File: config.mk
export PLATFORM = sky130hd
export DESIGN_NAME = geohash_encoder
export DESIGN_NICKNAME = d
export VERILOG_FILES = /design/src/design/gh_pkg.sv /design/src/design/geohash_encoder.sv
export SDC_FILE = /design/constraint.sdc
export NUM_CORES = 1
export LEC_CHECK = 0
export BUFFER_PORTS_ARGS = -buffer_cell sky130_fd_sc_hd__buf_4
export CAP_MARGIN = 20
export CORE_UTILIZATION = 40
export DETAILED_ROUTE_END_ITERATION = 16
export PLACE_DENSITY = 0.6
export SYNTH_ARGS = -nofsm -noshare
export SYNTH_HDL_FRONTEND = slang
export SYNTH_SLANG_ARGS = --single-unit
File: constraint.sdc
create_clock -name clk -period 7.86 [get_ports clk]
set_input_delay 1.572 -clock clk [delete_from_list [all_inputs] [get_ports clk]]
set_output_delay 1.572 -clock clk [all_outputs]
set_load 0.02 [all_outputs]
File: src/design/gh_pkg.sv
`timescale 1ns / 1ps
// gh_pkg: constants, types and the base32 alphabet for the geohash encoder
// no dependencies; imported by geohash_encoder

package gh_pkg;

    // fixed point format and bisection depth
    localparam int FRAC_BITS  = 24;
    localparam int MAX_BPC    = 30;
    localparam int MIN_BPC    = 3;

    // field widths
    localparam int LAT_W      = 32;
    localparam int LON_W      = 33;
    localparam int BPC_W      = 5;
    localparam int CHAR_W     = 7;
    localparam int GROUP_BITS = 5;

    // bit buffer and counters
    localparam int BUF_W      = 2 * MAX_BPC;
    localparam int CNT_W      = $clog2(BUF_W + 1);

    // bounds carry MAX_BPC extra fraction bits so every midpoint is exact
    localparam int BND_W      = 64;

    localparam logic signed [LAT_W-1:0] LAT_LIMIT = LAT_W'(64'(90) << FRAC_BITS);
    localparam logic signed [LON_W-1:0] LON_LIMIT = LON_W'(64'(180) << FRAC_BITS);

    // first latitude step: a quarter of the full span; longitude uses twice this
    localparam logic [BND_W-1:0] DELTA_INIT =
        BND_W'(64'(90) << (FRAC_BITS + MAX_BPC - 1));

    // configuration port
    localparam int APB_ADDR_W = 2;
    localparam int APB_DATA_W = 32;
    localparam logic [APB_ADDR_W-1:0] REG_BPC = APB_ADDR_W'(0);
    localparam logic [BPC_W-1:0] BPC_RESET = BPC_W'(20);

    typedef enum logic [1:0] {
        ST_IDLE,
        ST_BISECT,
        ST_EMIT,
        ST_ERROR
    } gh_state_t;

    typedef logic [CHAR_W-1:0] char_t;

    // geohash base32 alphabet, ascii codes
    localparam char_t ALPHABET [32] = '{
        7'h30, 7'h31, 7'h32, 7'h33, 7'h34, 7'h35, 7'h36, 7'h37,
        7'h38, 7'h39, 7'h62, 7'h63, 7'h64, 7'h65, 7'h66, 7'h67,
        7'h68, 7'h6a, 7'h6b, 7'h6d, 7'h6e, 7'h70, 7'h71, 7'h72,
        7'h73, 7'h74, 7'h75, 7'h76, 7'h77, 7'h78, 7'h79, 7'h7a
    };

endpackage

File: src/design/geohash_encoder.sv
`timescale 1ns / 1ps
// geohash_encoder: latitude/longitude to geohash base32 characters
// depends on gh_pkg
//
//  channel   direction  handshake             payload
//  -------   ---------  --------------------  ----------------------------------
//  input     in         in_valid / in_stall   latitude, longitude
//  output    out        out_valid / out_stall hash_char, last_char, range_error
//  config    in         apb write/read        bits_per_coord at byte address 0
//
// each word in runs 2*b bisection steps (b = bits_per_coord clamped to 3..30),
// one coordinate step per cycle through the shared compare/add unit, then one
// character word per cycle as long as the output is not stalled, then the block
// returns to idle, where the next word can be taken. an out of range word skips
// bisection and gives its single error word in the cycle after acceptance. an
// output stall holds the current word and delays the return to idle.
// in_stall is high from the cycle after acceptance until the last word of that
// location has been taken. reset (rst_n, async, low) returns to idle with
// bits_per_coord = 20; there is no clearing pass.

module geohash_encoder
    import gh_pkg::*;
(
    input  logic                     clk,
    input  logic                     rst_n,

    input  logic                     in_valid,
    output logic                     in_stall,
    input  logic signed [LAT_W-1:0]  latitude,
    input  logic signed [LON_W-1:0]  longitude,

    output logic                     out_valid,
    input  logic                     out_stall,
    output logic [CHAR_W-1:0]        hash_char,
    output logic                     last_char,
    output logic                     range_error,

    input  logic                     psel,
    input  logic                     penable,
    input  logic                     pwrite,
    input  logic [APB_ADDR_W-1:0]    paddr,
    input  logic [APB_DATA_W-1:0]    pwdata,
    output logic [APB_DATA_W-1:0]    prdata,
    output logic                     pready
);

    // control state
    gh_state_t               state_reg, state_next;
    logic [BPC_W-1:0]        bpc_reg;
    logic                    coord_reg;      // 0: longitude step, 1: latitude step
    logic [CNT_W-1:0]        bit_cnt_reg;    // bits produced so far
    logic [CNT_W-1:0]        total_reg;      // 2*b for the current word
    logic [CNT_W-1:0]        rem_reg;        // bits still to be sent as characters

    // payload state
    logic signed [LAT_W-1:0] lat_reg;
    logic signed [LON_W-1:0] lon_reg;
    logic signed [BND_W-1:0] lat_mid_reg;
    logic signed [BND_W-1:0] lon_mid_reg;
    logic        [BND_W-1:0] delta_reg;
    logic        [BUF_W-1:0] buf_reg;        // msb-aligned: first bit at the top

    logic                    in_fire;
    logic                    out_fire;
    logic                    cfg_write;
    logic                    range_bad;
    logic [BPC_W-1:0]        bpc_eff;
    logic [CNT_W-1:0]        total_eff;
    logic                    bisect_done;
    logic                    emit_last;

    // shared bisection unit
    logic signed [BND_W-1:0] lat_scaled;
    logic signed [BND_W-1:0] lon_scaled;
    logic signed [BND_W-1:0] sel_val;
    logic signed [BND_W-1:0] sel_mid;
    logic signed [BND_W-1:0] sel_delta;
    logic signed [BND_W-1:0] mid_new;
    logic                    below;
    logic [CNT_W-1:0]        bit_pos;

    // ------------------------------------------------------------------
    // configuration port
    // ------------------------------------------------------------------
    assign pready    = 1'b1;
    assign cfg_write = psel && penable && pwrite && pready && (paddr == REG_BPC);

    always_comb
    begin
        prdata = '0;
        if (paddr == REG_BPC)
        begin
            prdata = APB_DATA_W'(bpc_reg);
        end
    end

    // clamp to the supported bisection depth
    always_comb
    begin
        priority if (bpc_reg < BPC_W'(MIN_BPC))
        begin
            bpc_eff = BPC_W'(MIN_BPC);
        end
        else if (bpc_reg > BPC_W'(MAX_BPC))
        begin
            bpc_eff = BPC_W'(MAX_BPC);
        end
        else
        begin
            bpc_eff = bpc_reg;
        end
    end

    assign total_eff = CNT_W'({bpc_eff, 1'b0});

    // ------------------------------------------------------------------
    // handshake and range check
    // ------------------------------------------------------------------
    assign in_fire   = in_valid && !in_stall;
    assign out_fire  = out_valid && !out_stall;
    assign range_bad = (latitude > LAT_LIMIT) || (latitude < -LAT_LIMIT) ||
                       (longitude > LON_LIMIT) || (longitude < -LON_LIMIT);

    assign bisect_done = (bit_cnt_reg == total_reg - CNT_W'(1));
    // fewer than two whole groups left means this is the final character
    assign emit_last   = (rem_reg < CNT_W'(2 * GROUP_BITS));

    // ------------------------------------------------------------------
    // shared compare/add unit: one coordinate step per cycle,
    // longitude first, then latitude
    // ------------------------------------------------------------------
    assign lat_scaled = BND_W'(lat_reg) <<< MAX_BPC;
    assign lon_scaled = BND_W'(lon_reg) <<< MAX_BPC;
    assign sel_val    = coord_reg ? lat_scaled  : lon_scaled;
    assign sel_mid    = coord_reg ? lat_mid_reg : lon_mid_reg;
    // longitude span is twice the latitude span at every step
    assign sel_delta  = coord_reg ? $signed(delta_reg) : $signed(delta_reg << 1);
    assign below      = (sel_val < sel_mid);
    assign mid_new    = below ? (sel_mid - sel_delta) : (sel_mid + sel_delta);
    assign bit_pos    = CNT_W'(BUF_W - 1) - bit_cnt_reg;

    // ------------------------------------------------------------------
    // sequencer: next state
    // ------------------------------------------------------------------
    always_comb
    begin
        state_next = state_reg;
        unique case (state_reg)
            ST_IDLE:
            begin
                if (in_valid)
                begin
                    state_next = range_bad ? ST_ERROR : ST_BISECT;
                end
            end
            ST_BISECT:
            begin
                if (bisect_done)
                begin
                    state_next = ST_EMIT;
                end
            end
            ST_EMIT:
            begin
                if (out_fire && emit_last)
                begin
                    state_next = ST_IDLE;
                end
            end
            ST_ERROR:
            begin
                if (out_fire)
                begin
                    state_next = ST_IDLE;
                end
            end
            default:
            begin
                state_next = ST_IDLE;
            end
        endcase
    end

    // ------------------------------------------------------------------
    // sequencer: outputs
    // ------------------------------------------------------------------
    always_comb
    begin
        in_stall    = 1'b1;
        out_valid   = 1'b0;
        hash_char   = ALPHABET[buf_reg[BUF_W-1 -: GROUP_BITS]];
        last_char   = emit_last;
        range_error = 1'b0;
        unique case (state_reg)
            ST_IDLE:
            begin
                in_stall = 1'b0;
            end
            ST_BISECT:
            begin
                in_stall = 1'b1;
            end
            ST_EMIT:
            begin
                out_valid = 1'b1;
            end
            ST_ERROR:
            begin
                out_valid   = 1'b1;
                hash_char   = '0;
                last_char   = 1'b1;
                range_error = 1'b1;
            end
            default:
            begin
                in_stall = 1'b1;
            end
        endcase
    end

    // ------------------------------------------------------------------
    // control registers
    // ------------------------------------------------------------------
    always_ff @(posedge clk or negedge rst_n)
    begin
        if (!rst_n)
        begin
            state_reg   <= ST_IDLE;
            bpc_reg     <= BPC_RESET;
            coord_reg   <= 1'b0;
            bit_cnt_reg <= '0;
            total_reg   <= '0;
            rem_reg     <= '0;
        end
        else
        begin
            state_reg <= state_next;
            if (cfg_write)
            begin
                bpc_reg <= pwdata[BPC_W-1:0];
            end
            if (in_fire)
            begin
                coord_reg   <= 1'b0;
                bit_cnt_reg <= '0;
                total_reg   <= total_eff;
                rem_reg     <= total_eff;
            end
            else if (state_reg == ST_BISECT)
            begin
                coord_reg   <= !coord_reg;
                bit_cnt_reg <= bit_cnt_reg + CNT_W'(1);
            end
            else if ((state_reg == ST_EMIT) && out_fire)
            begin
                rem_reg <= rem_reg - CNT_W'(GROUP_BITS);
            end
        end
    end

    // ------------------------------------------------------------------
    // datapath registers
    // ------------------------------------------------------------------
    always_ff @(posedge clk or negedge rst_n)
    begin
        if (!rst_n)
        begin
            lat_reg     <= '0;
            lon_reg     <= '0;
            lat_mid_reg <= '0;
            lon_mid_reg <= '0;
            delta_reg   <= '0;
            buf_reg     <= '0;
        end
        else if (in_fire)
        begin
            lat_reg     <= latitude;
            lon_reg     <= longitude;
            lat_mid_reg <= '0;
            lon_mid_reg <= '0;
            delta_reg   <= DELTA_INIT;
            buf_reg     <= '0;
        end
        else if (state_reg == ST_BISECT)
        begin
            buf_reg[bit_pos] <= !below;
            if (coord_reg)
            begin
                lat_mid_reg <= mid_new;
                delta_reg   <= delta_reg >> 1;
            end
            else
            begin
                lon_mid_reg <= mid_new;
            end
        end
        else if ((state_reg == ST_EMIT) && out_fire)
        begin
            buf_reg <= buf_reg << GROUP_BITS;
        end
    end

    // ------------------------------------------------------------------
    // assertions
    // ------------------------------------------------------------------
    assert property (@(posedge clk) disable iff (!rst_n)
        (state_reg == ST_BISECT) |-> (bit_cnt_reg < total_reg))
        else $error("bit counter ran past the bisection length");

    assert property (@(posedge clk) disable iff (!rst_n)
        (state_reg == ST_EMIT) |-> (rem_reg >= CNT_W'(GROUP_BITS)))
        else $error("character sent with less than a whole group left");

    assert property (@(posedge clk) disable iff (!rst_n)
        ((state_reg == ST_BISECT) && bisect_done) |=> (state_reg == ST_EMIT))
        else $error("bisection end did not start character output");

    assert property (@(posedge clk) disable iff (!rst_n)
        ((state_reg == ST_EMIT) && out_fire && !emit_last) |=>
        ((state_reg == ST_EMIT) && (rem_reg == $past(rem_reg) - CNT_W'(GROUP_BITS))))
        else $error("character output stopped early or skipped a group");

    assert property (@(posedge clk) disable iff (!rst_n)
        (in_fire && range_bad) |=> (state_reg == ST_ERROR))
        else $error("out of range word did not give an error word");

endmodule

==> reports/results.ini, run 1 <==
[route]
routedWlPerCell_microns=18.4
route.met3.wl_mm=3.34
route.met2.wl_mm=32.0
top_layer=met4
drt.antenna.violating_nets=0
drc=0
first_pass_iters=5
vias_per_cell=5.76
routed_wl_mm=68.2
drt-met1-wl_mm=31.5
first_iter_violations=1452
vias=21300

[placement]
port_buffers=94
dp.cells=3625
place_hpwl_mm=47.3
place_congestion=0.917
place_area_sq_mm=0.0251

[layout]
final_area_sq_mm=0.0265
area_growth_pct=13.3
multiInputGateArea_sq_mm=0.0138
antenna_cells=0
fillers=5626
final_layout_size_suffix_gt1_share_pct=13.0
fin_cells=3700
finalNetCount=3121
regArea_sq_mm=0.00846
post-route-util_pct=45.9

[synthesis]
ys_seq_area_share_pct=36.2
synth_compound_area_share_pct=22.3
synth-seq-cells=338
syn_area_sq_mm=0.0234
avgSynthCellArea_sq_um=8.13
synth_top_family_by_area=compound AO/OA/AOI/OAI gates
synth_xor_area_share_pct=3.56
synthCells=2877
muxShareOfSynthArea_pct=5.19
async_flop_share_pct=100
yosysUniqueCellTypes=85
synth_top_area_cell=dfrtp_1
ys_warn_count=0
synth_area_leaders=dfrtp_1, nand2_1, a21oi_1
yosysTopAreaCellShare_pct=35.9
synth_fa_ha_area_share_pct=5.75
synth-edff-count=0
synth_simple_gate_area_share_pct=21.3
synthFlopType=dfrtp_1

[floorplan]
ioPinCount=150
die_y_microns=244
row_count=88
core_sq_mm=0.0577
die-area_sq_mm=0.0595
start_util_pct=40.5
die_x_microns=244

[timing]
period_needed_ps=7490
report.final.slew_viol_count=0
rsz0062_at_grt=false
setup-tns-final_ps=0
setup_viol=0
tightest_slew_ps=1110
hold_viol_final=0
max_freq_mhz=133
maxSlewHeadroom_pct=25.6
skew_ps=19.1
fin_crit_sh_pct=95.3

[clock_tree]
cts_sinks=338
cts-hold-fix-buffers=0
clkSlewWorstSetupHoldPaths_ps=60
ctsRootBufferMaster=clkbuf_16
clkLatencyLatePin_ps=580
cts_buffer_depth=3
cts_tree=built
ctsHtreeMaxLevel=2
cts_made_buffers=41

[setup_path]
max_stage_delay_ps=630
cp.arrival_ps=7950
path_max_fanout=56
worstSetupPathType=reg -> reg
cp_data_required_time_ps=8320
startpoint_type=flop
critPathCaptureType=flop
cpMostUsedCell=buf_4
slowest_stage=a221oi_1

[run_status]
status=finished clean

[global_routing]
antenna_found_initial=0
grt_max_degree=123
grt.overflow.total=0
grt_pass1_wl_mm=111
grt_pass1_vias=20700
grt_usage_pct=22.7

[hold_path]
hold_path.class=reg -> reg

[flow_run]
maxCapViolCount=0

==> per-stage QoR <==
| stage | hold slack (ps) | setup WS [ps] |
|---|---|---|
| after floorplan | 440 | 200 |
| after global placement | 453 | 571 |
| after detailed placement | 457 | 494 |
| after CTS | 472 | 462 |
| after global routing | 495 | 9.05 |
| final | 468 | 368 |
==> synth_stat cells (8+ instances only) <==
cell type	number
a211oi_1	17
a21o_1	42
a21oi_1	309
a221oi_1	58
a22o_1	55
a31oi_1	9
a32oi_1	24
and2_1	16
and3_1	67
buf_1	11
buf_4	29
clkbuf_1	210
dfrtp_1	336
ha_1	106
inv_1	63
mux2_2	66
mux2i_1	47
nand2_1	546
nand2b_1	24
nand3_1	46
nand4_1	37
nor2_1	185
nor2b_1	23
nor3_1	47
nor4_1	28
o211ai_1	48
o21a_1	8
o21ai_0	156
o21ai_1	8
o21bai_1	10
o31ai_1	9
or3_1	19
xnor2_1	52
xor2_1	43
==> cells by family after synthesis <==
family,count (synthesis)
compound gates,816
other cells,2
fa+ha+maj,107
xor+xnor,95
buf+inv,319
mux,113
flops,338
simple gates,1087
==> timing repair <==
item	4_1_cts	5_1_grt
setup buffers	0	0
resized for setup	0	1
setup endpoints to repair	0	1
==> path summary, 6_finish.rpt <==
check                             from         endpoint  slack [ps]  cells after the start
setup / recovery             coord_reg  lat_mid_reg[53]         370                     30
hold / removal             lat_reg[25]      lat_reg[25]         470                      2
max in group asynchronous        rst_n  lat_mid_reg[21]        5570                      2
setup reg to reg             coord_reg  lat_mid_reg[53]         370                     30
hold reg to reg            lat_reg[25]      lat_reg[25]         470                      2
min in group asynchronous        rst_n       lon_reg[2]         940                      1
==> cell type report <==
| cell class | count | area share, % |
|---|---|---|
| Clock inverter | 8 | 0.359 |
| Tap cell | 765 | 3.61 |
| Clock buffer | 62 | 4.59 |
| Timing Repair Buffer | 218 | 6.67 |
| Sequential cell | 338 | 31.9 |
| Multi-Input combinational cell | 2246 | 51.9 |
| Inverter | 63 | 0.892 |
==> metal layers <==
| layer | track usage (%) | vias up |
|---|---|---|
| li1 | - | 10300 |
| met1 | 31.8 | 10400 |
| met2 | 37.1 | 534 |
| met3 | 2.80 | 88 |
| met4 | 5.51 | 0 |
| met5 | 0 | - |
==> critical path, delay by kind of cell, from the launching register on <==
kind	cells	cell delay [ps]
simple gates	4	700
xor+xnor	2	330
flops	1	440
mux	1	390
compound gates	13	3180
fa+ha+maj	2	680
buf+inv	8	1540
==> cell usage in the layout, fill, tap and decap left out, types with 46 or more instances in the layout <==
cell type,netlist,final
inv_1,63,63
nor2_1,185,181
nor3_1,47,47
mux2_2,66,66
and3_1,67,67
a221oi_1,58,58
nand2_1,546,544
o211ai_1,48,48
a21oi_1,309,309
dfrtp_1,336,335
mux2i_1,47,47
nand3_1,46,46
xnor2_1,52,51
ha_1,106,106
o21ai_0,156,156
a22o_1,55,55
buf_4,29,205
Power of run 1 is left out: the tool's default activity adds up to more than one toggle a clock period on the data nets, which glitch-free logic cannot reach.
==> run 2, diff against run 1 <==
--- a/config.mk
+++ b/config.mk
@@ -7,9 +7,9 @@
 export LEC_CHECK = 0
 export BUFFER_PORTS_ARGS = -buffer_cell sky130_fd_sc_hd__buf_4
 export CAP_MARGIN = 20
-export CORE_UTILIZATION = 40
+export CORE_UTILIZATION = 30
 export DETAILED_ROUTE_END_ITERATION = 16
-export PLACE_DENSITY = 0.6
+export PLACE_DENSITY = 0.48
 export SYNTH_ARGS = -nofsm -noshare
 export SYNTH_HDL_FRONTEND = slang
 export SYNTH_SLANG_ARGS = --single-unit
==> run 2 against run 1 <==
Net effect: the run now ends with design-rule violations left; non-clock buffer count grew 48; register-to-register slack gained 220 ps; sequential cell count is the same; sequential share of layout area shrank 1.1 points; fmax grew 3.0%; global-route usage shrank 4.5 points; highest routed layer is now met5.
==> reports/results.ini, run 2 (synthesis results as in run 1) <==
[floorplan]
die_y_microns=281
die-area_sq_mm=0.0791
ioPinCount=150
start_util_pct=30.2
row_count=102
core_sq_mm=0.0773
die_x_microns=281

[clock_tree]
cts-hold-fix-buffers=0
clkSlewWorstSetupHoldPaths_ps=60
cts_tree=built
ctsHtreeMaxLevel=2
clkLatencyLatePin_ps=590
cts_made_buffers=44
cts_sinks=338
cts_buffer_depth=3
ctsRootBufferMaster=clkbuf_16

[hold_path]
min_from=lon_reg[6]
hold_path.class=reg -> reg

[timing]
setup_viol=0
max_freq_mhz=137
rsz0062_at_grt=false
fin_ws_ps=587
maxSlewHeadroom_pct=31.0
period_needed_ps=7270
report.final.slew_viol_count=0
tightest_slew_ps=1030
hold_viol_final=0
skew_ps=23.4
holdWs_ps=469
setup-tns-final_ps=0
fin_crit_sh_pct=92.5

[route]
drc=1
first_pass_iters=13
routedWlPerCell_microns=18.0
drt.antenna.violating_nets=0
vias=21500
first_iter_violations=1854
routed_wl_mm=72.6
vias_per_cell=5.33

[setup_path]
path_buf_inv=8
cp.arrival_ps=7750
worstSetupPathType=reg -> reg
critPathCaptureType=flop
cp-startpoint=coord_reg
r2r-start=coord_reg
max_stage_delay_ps=620
startpoint_type=flop
cp_top_family=compound AO/OA/AOI/OAI gates
path_max_fanout=41
cp_data_required_time_ps=8340
cpMostUsedCell=buf_4
slowest_stage=dfrtp_4

[layout]
final_layout_size_suffix_gt1_share_pct=14.8
fillers=7968
finalNetCount=3172
area_growth_pct=17.2
final_cell_mix=nand2_1, dfrtp_1, a21oi_1
final_common_cell=nand2_1
antenna_cells=0
fin_cells=4031

[placement]
pre_cts_ws_ps=508
place_hpwl_mm=50.5
port_buffers=94
dp.cells=3949
place_congestion=0.859

[global_routing]
grt_pass1_vias=20900
antenna_found_initial=1
grt_usage_pct=18.2
grt_pass1_wl_mm=116
grt_max_degree=160
grt.overflow.total=0

[run_status]
failed_checks=design-rule violations
status=complete, but fails checks

[flow_run]
maxCapViolCount=0

[run 2: stage by stage]
stage	instance area, sq um	util, %
after global routing	27400	35.5
final	27400	35.5
after floorplan	23500	-
after detailed placement	25800	33.4
after global placement	25800	33.4
after CTS	27400	35.4
[run 2: final timing paths]
check	end	slack, ps	depth (start not counted)
setup / recovery	lon_mid_reg[58]	590	30
hold / removal	lon_reg[6]	470	2
setup reg to reg	lon_mid_reg[58]	590	30
hold reg to reg	lon_reg[6]	470	2
max in group asynchronous	delta_reg[10]	5530	2
min in group asynchronous	lat_reg[26]	930	1
[run 2: worst register-to-register path, delay by kind of cell (launching register included)]
kind	cells	cell delay, ps
compound gates	12	2290
flops	1	620
mux	1	380
buf+inv	8	1690
xor+xnor	2	340
fa+ha+maj	2	620
simple gates	5	1210
[run 2: what timing repair did]
action,in CTS,in global routing
endpoints found under the setup margin,0,10
hold endpoints to repair,0,0
setup buffers,0,1
resized for setup,0,0
[run 2: per-layer routing]
| layer | vias to the layer above | routed length [microns] | track usage (%) |
|---|---|---|---|
| met3 | 96 | 3150 | 2.36 |
| met4 | 2 | 1560 | 4.65 |
| met5 | - | 19 | 0 |
| met1 | 10500 | 33700 | 24.9 |
| met2 | 463 | 34100 | 30.3 |
| li1 | 10400 | - | - |
[run 2: final cells by class]
class                      count  area (sq um)  area share [%]
tap                         1040          1300            4.75
sequential                   338          8460            30.9
clock inverter                15           209           0.762
inverter                      63           236           0.863
clock buffer                  63          1310            4.79
multi-input combinational   2246         13800            50.3
timing repair buffer         266          2110            7.70
Power of run 2 is left out for the same reason.
